<file path="src/hdl/iba_ram.sv">
module iba_ram #(
  parameter int unsigned WIDTH = 8,
  parameter int unsigned DEPTH = 16
) (
  input  logic                                     clk_i,
  input  logic                                     we_i,
  input  logic [((DEPTH > 1) ? $clog2(DEPTH) : 1)-1:0] waddr_i,
  input  logic [WIDTH-1:0]                         wdata_i,
  input  logic [((DEPTH > 1) ? $clog2(DEPTH) : 1)-1:0] raddr_i,
  output logic [WIDTH-1:0]                         rdata_o
);

  logic [WIDTH-1:0] mem_q [DEPTH];
  logic [WIDTH-1:0] rdata_q;

  // Write one entry, read one entry registered
  always_ff @(posedge clk_i) begin
    if (we_i) begin
      mem_q[waddr_i] <= wdata_i;
    end
    rdata_q <= mem_q[raddr_i];
  end

  assign rdata_o = rdata_q;

endmodule

</file>
<file path="config.mk">
export PLATFORM = sky130hd
export DESIGN_NAME = iba_ram
export DESIGN_NICKNAME = d
export VERILOG_FILES = /design/src/hdl/iba_ram.sv
export SDC_FILE = /design/constraint.sdc
export NUM_CORES = 1
export LEC_CHECK = 0
export BUFFER_PORTS_ARGS = -buffer_cell sky130_fd_sc_hd__buf_2
export CAP_MARGIN = 0
export CORE_MARGIN = 5
export CORE_UTILIZATION = 45
export DETAILED_ROUTE_END_ITERATION = 8
export SLEW_MARGIN = 20
export SYNTH_ARGS = -nofsm -noshare
export SYNTH_HDL_FRONTEND = slang
export SYNTH_SLANG_ARGS = --single-unit
</file>
<file path="constraint.sdc">
create_clock -name clk_i -period 1.7 [get_ports clk_i]
set_input_delay 0.17 -clock clk_i [delete_from_list [all_inputs] [get_ports clk_i]]
set_output_delay 0.17 -clock clk_i [all_outputs]
set_load 0.02 [all_outputs]
</file>
Yosys cells after proc, flatten, opt, wreduce, memory -nomap -nowiden
Memory sizes are Yosys's and may differ from the RTL's. A register that Yosys moved wholly into a read port is not among the register bits. Index checks and enable logic that the tools add are counted.

Flip-flop bits (word level): 0. Bits in writable memories: 128. Output and inout port bits: 8. Logic and storage cells: 3. Memories: 1.

Memory list: mem_q (words 16, bits a word 8, read ports 1, clocked after Yosys merged registers in 1, write ports 1, RTL line 13) `logic [WIDTH-1:0] mem_q [DEPTH];`.

Mux-type cells: 2.

Operators with widths (number): 1-bit two-way mux (2).

Longest topological paths before layout
Depth after elaboration: 2. Mapped depth: 5.

Least setup slack after synthesis
No wires, ideal clock.

Path kind: input to register. Start point: input port waddr_i[2] (netlist bit). End point: memory mem_q[0][0], enable pin. Setup time: 0.383 ns. Data arrival time: 1.280 ns. Required time: 1.317 ns. Slack: 0.037 ns. Stages on the path: 2. Path buffers: 0. Cell sequence: or3b_2 > nor3_1.

RTL lines: start: declaration (RTL line 7) `input logic [((DEPTH > 1) ? $clog2(DEPTH) : 1)-1:0] waddr_i,`; end: declaration (RTL line 13).

Straight into the memory's write port.

==> metrics <==
most common cell in the netlist=edfxtp_1; # IOs=26; nets@finish=306; Rel. slew slack=70.7%; GR Util All Layers=16.3%; starting density of the core=45.5%; routability cong.=0.779; Critical Path RT=1.98 ns; Hold Violations, Final=0; Routed WL=10100 um; synth top area cells=edfxtp_1 75%, mux4_2 7.9%, mux4_1 7.1%, dfxtp_1 3.1%, a22oi_1 2.3%; maximum vdd drop=715 uV; sequential area share after synthesis=77.8%; drt pass-1 iters=4; CP arrival=1.65 ns; H-tree Lvls=4; Post-Syn Area per Cell=22.5 um^2; total core area=11300 um^2; r2r endpoint=rdata_o[4]$_DFF_P_; Die Span Y=117 um; mux share of post-synthesis cell area=15.0%; Post-synth top cells=128 x edfxtp_1, 18 x mux4_2, 16 x a22oi_1, 14 x mux4_1, 13 x nor2_1; Worst Setup Path Type=register to register; worst-case reg-to-reg path depth=3; share of cells above drive strength 1=33.2%; RSZ-0062 raised after global routing=no; worst hold endpoint=mem_q[7][0]$_DFFE_PP_; cts bufs inserted=17; Synth Area in Compound Gates=2.33%; Max Cap Violations=0; Inserted Diodes=0; first-pass GRT wire length=15500 um; Leak=0.00216 uW; Cell Rows=39; port buffer count=25; final setup vio count=0; FF-to-FF setup slack=0.32 ns; startpoint types=register; Reg clk slew, reported paths=0.06 ns; initial antenna violation count=0; area grow syn2layout=21.7%; worst flop-to-flop path startpoint=mem_q[9][4]$_DFFE_PP_; Pins Over Slew Limit=0; HP Start=wdata_i[0]; CTS tree=built; vias per cell=5.59; fmax=727 MHz; DPL Wire Length=6370 um; worst-path fanout max=1; FFs w/ async S/R, synth=0%; cell type with the highest aggregate area in the netlist=edfxtp_1; Synth Area in Adders=0%; largest net degree at the start of global routing=23; synth unique cells=19; post-route ant nets=0; Hold Buf Count CTS=0; initial DRC count=215; clk sinks=136; post-cts repair resize count=0; Setup crit start=mem_q[9][4]$_DFFE_PP_; Final Cycle Share=80.9%; largest family of logic cells by synthesized area=multiplexers; syn nets=247; Worst Hold Depth=1; Final Util=55.3%; Clock Tree Root=clkbuf_16; worst hold path class=primary input to register; Post-CTS Setup Bufs=0; die width=117 um; Tot Pwr=8300 uW; via count=2480; Synth Warn #=0; Post-synth EDFFs=128; Worst Setup End Kind=register; vias in the first global route=2472; clock buffer depth=2; DRC=0; grt ovf=0; proportion of netlist area held by the largest area contributor=74.7%; Main synth FF type=edfxtp_1; power per cell area=1330 nW/um^2; Synth Instances=229; worst slew pin tran=0.440 ns; skew final=0.00786 ns; status=finished, final reports clean; die area=13700 um^2; worst skew pair latency=0.40 ns; min cycle time layout=1.38 ns; setup TNS=0 ns; drt wl/cell=22.7 um; Netlist Area Pre-Place=5150 um^2; register bit total from synthesis=136; Synth Area in Simple Gates=3.18%; Post-Synth XOR/XNOR Area=0%
## cell families (layout without fill, tap and decap cells)
| logic type | after synthesis | count (layout) |
|---|---|---|
| AOI/OAI and AO/OA | 16 | 16 |
| buffers and inverters | 10 | 82 |
| DFF | 136 | 136 |
| muxes | 32 | 32 |
| and+or+nand+nor | 35 | 35 |
## final cells by class
class / count / area (um^2)
fillers: 867 / 5060
flip-flops and latches: 136 / 4000
multi-input cells: 83 / 1060
clock buffers: 18 / 429
repair buffers: 50 / 350
clock inverters: 14 / 245
well taps: 143 / 179
## routing by layer
metal / track usage [%] / wire [um]
met4: 4.13 / 54
met1: 24.0 / 4700
met5: 0 / 0
met2: 24.1 / 4870
met3: 4.99 / 478
## where the power goes
part	internal [uW]	switching, uW	leakage (uW)
Combinational	162	222	0.000615
Clock	2770	1380	0.000325
Sequential	3750	23.5	0.00122
## flip-flops by register name, summed over array words and instances (netlist names)
name,count
mem_q,128
rdata_o,8
## placed cells by master, fill, tap and decap left out, drive strengths merged
cell type	instances
a22oi	16
and2	1
and2b	1
buf	50
bufinv	6
clkbuf	18
clkinv	5
clkinvlp	1
dfxtp	8
edfxtp	128
inv	2
mux4	32
nand2	9
nand2b	2
nand3	1
nand3b	2
nor2	13
nor2b	1
nor3	4
or3b	1
## worst max-delay path by stage
stage,end,slack (ns),cells past startpoint
5_1_grt,rdata_o[4]$_DFF_P_,0.23,3
3_5_place_dp,rdata_o[2]$_DFF_P_,0.07,5
2_1_floorplan,mem_q[0][0]$_DFFE_PP_,0.04,2
3_3_place_gp,rdata_o[2]$_DFF_P_,0.08,5
4_1_cts,rdata_o[4]$_DFF_P_,0.31,3
6_report,rdata_o[4]$_DFF_P_,0.32,3
## critical path, stage by stage, from the launching register on
cell and delay (ns):
edfxtp_1 0.34, mux4_1 0.51, a22oi_1 0.32, nand2_1 0.08
## metrics by stage
stage,cells,cell area [um^2],hold WS (ns),setup slack (ns)
final,444,6260,0.148,0.324
after floorplan,229,5150,0.269,0.0371
after global placement,412,5590,0.553,0.0750
after global routing,444,6260,0.137,0.227
after CTS,444,6260,0.134,0.309
after detailed placement,412,5590,0.564,0.0670
Power figures use the tool's default switching activity.
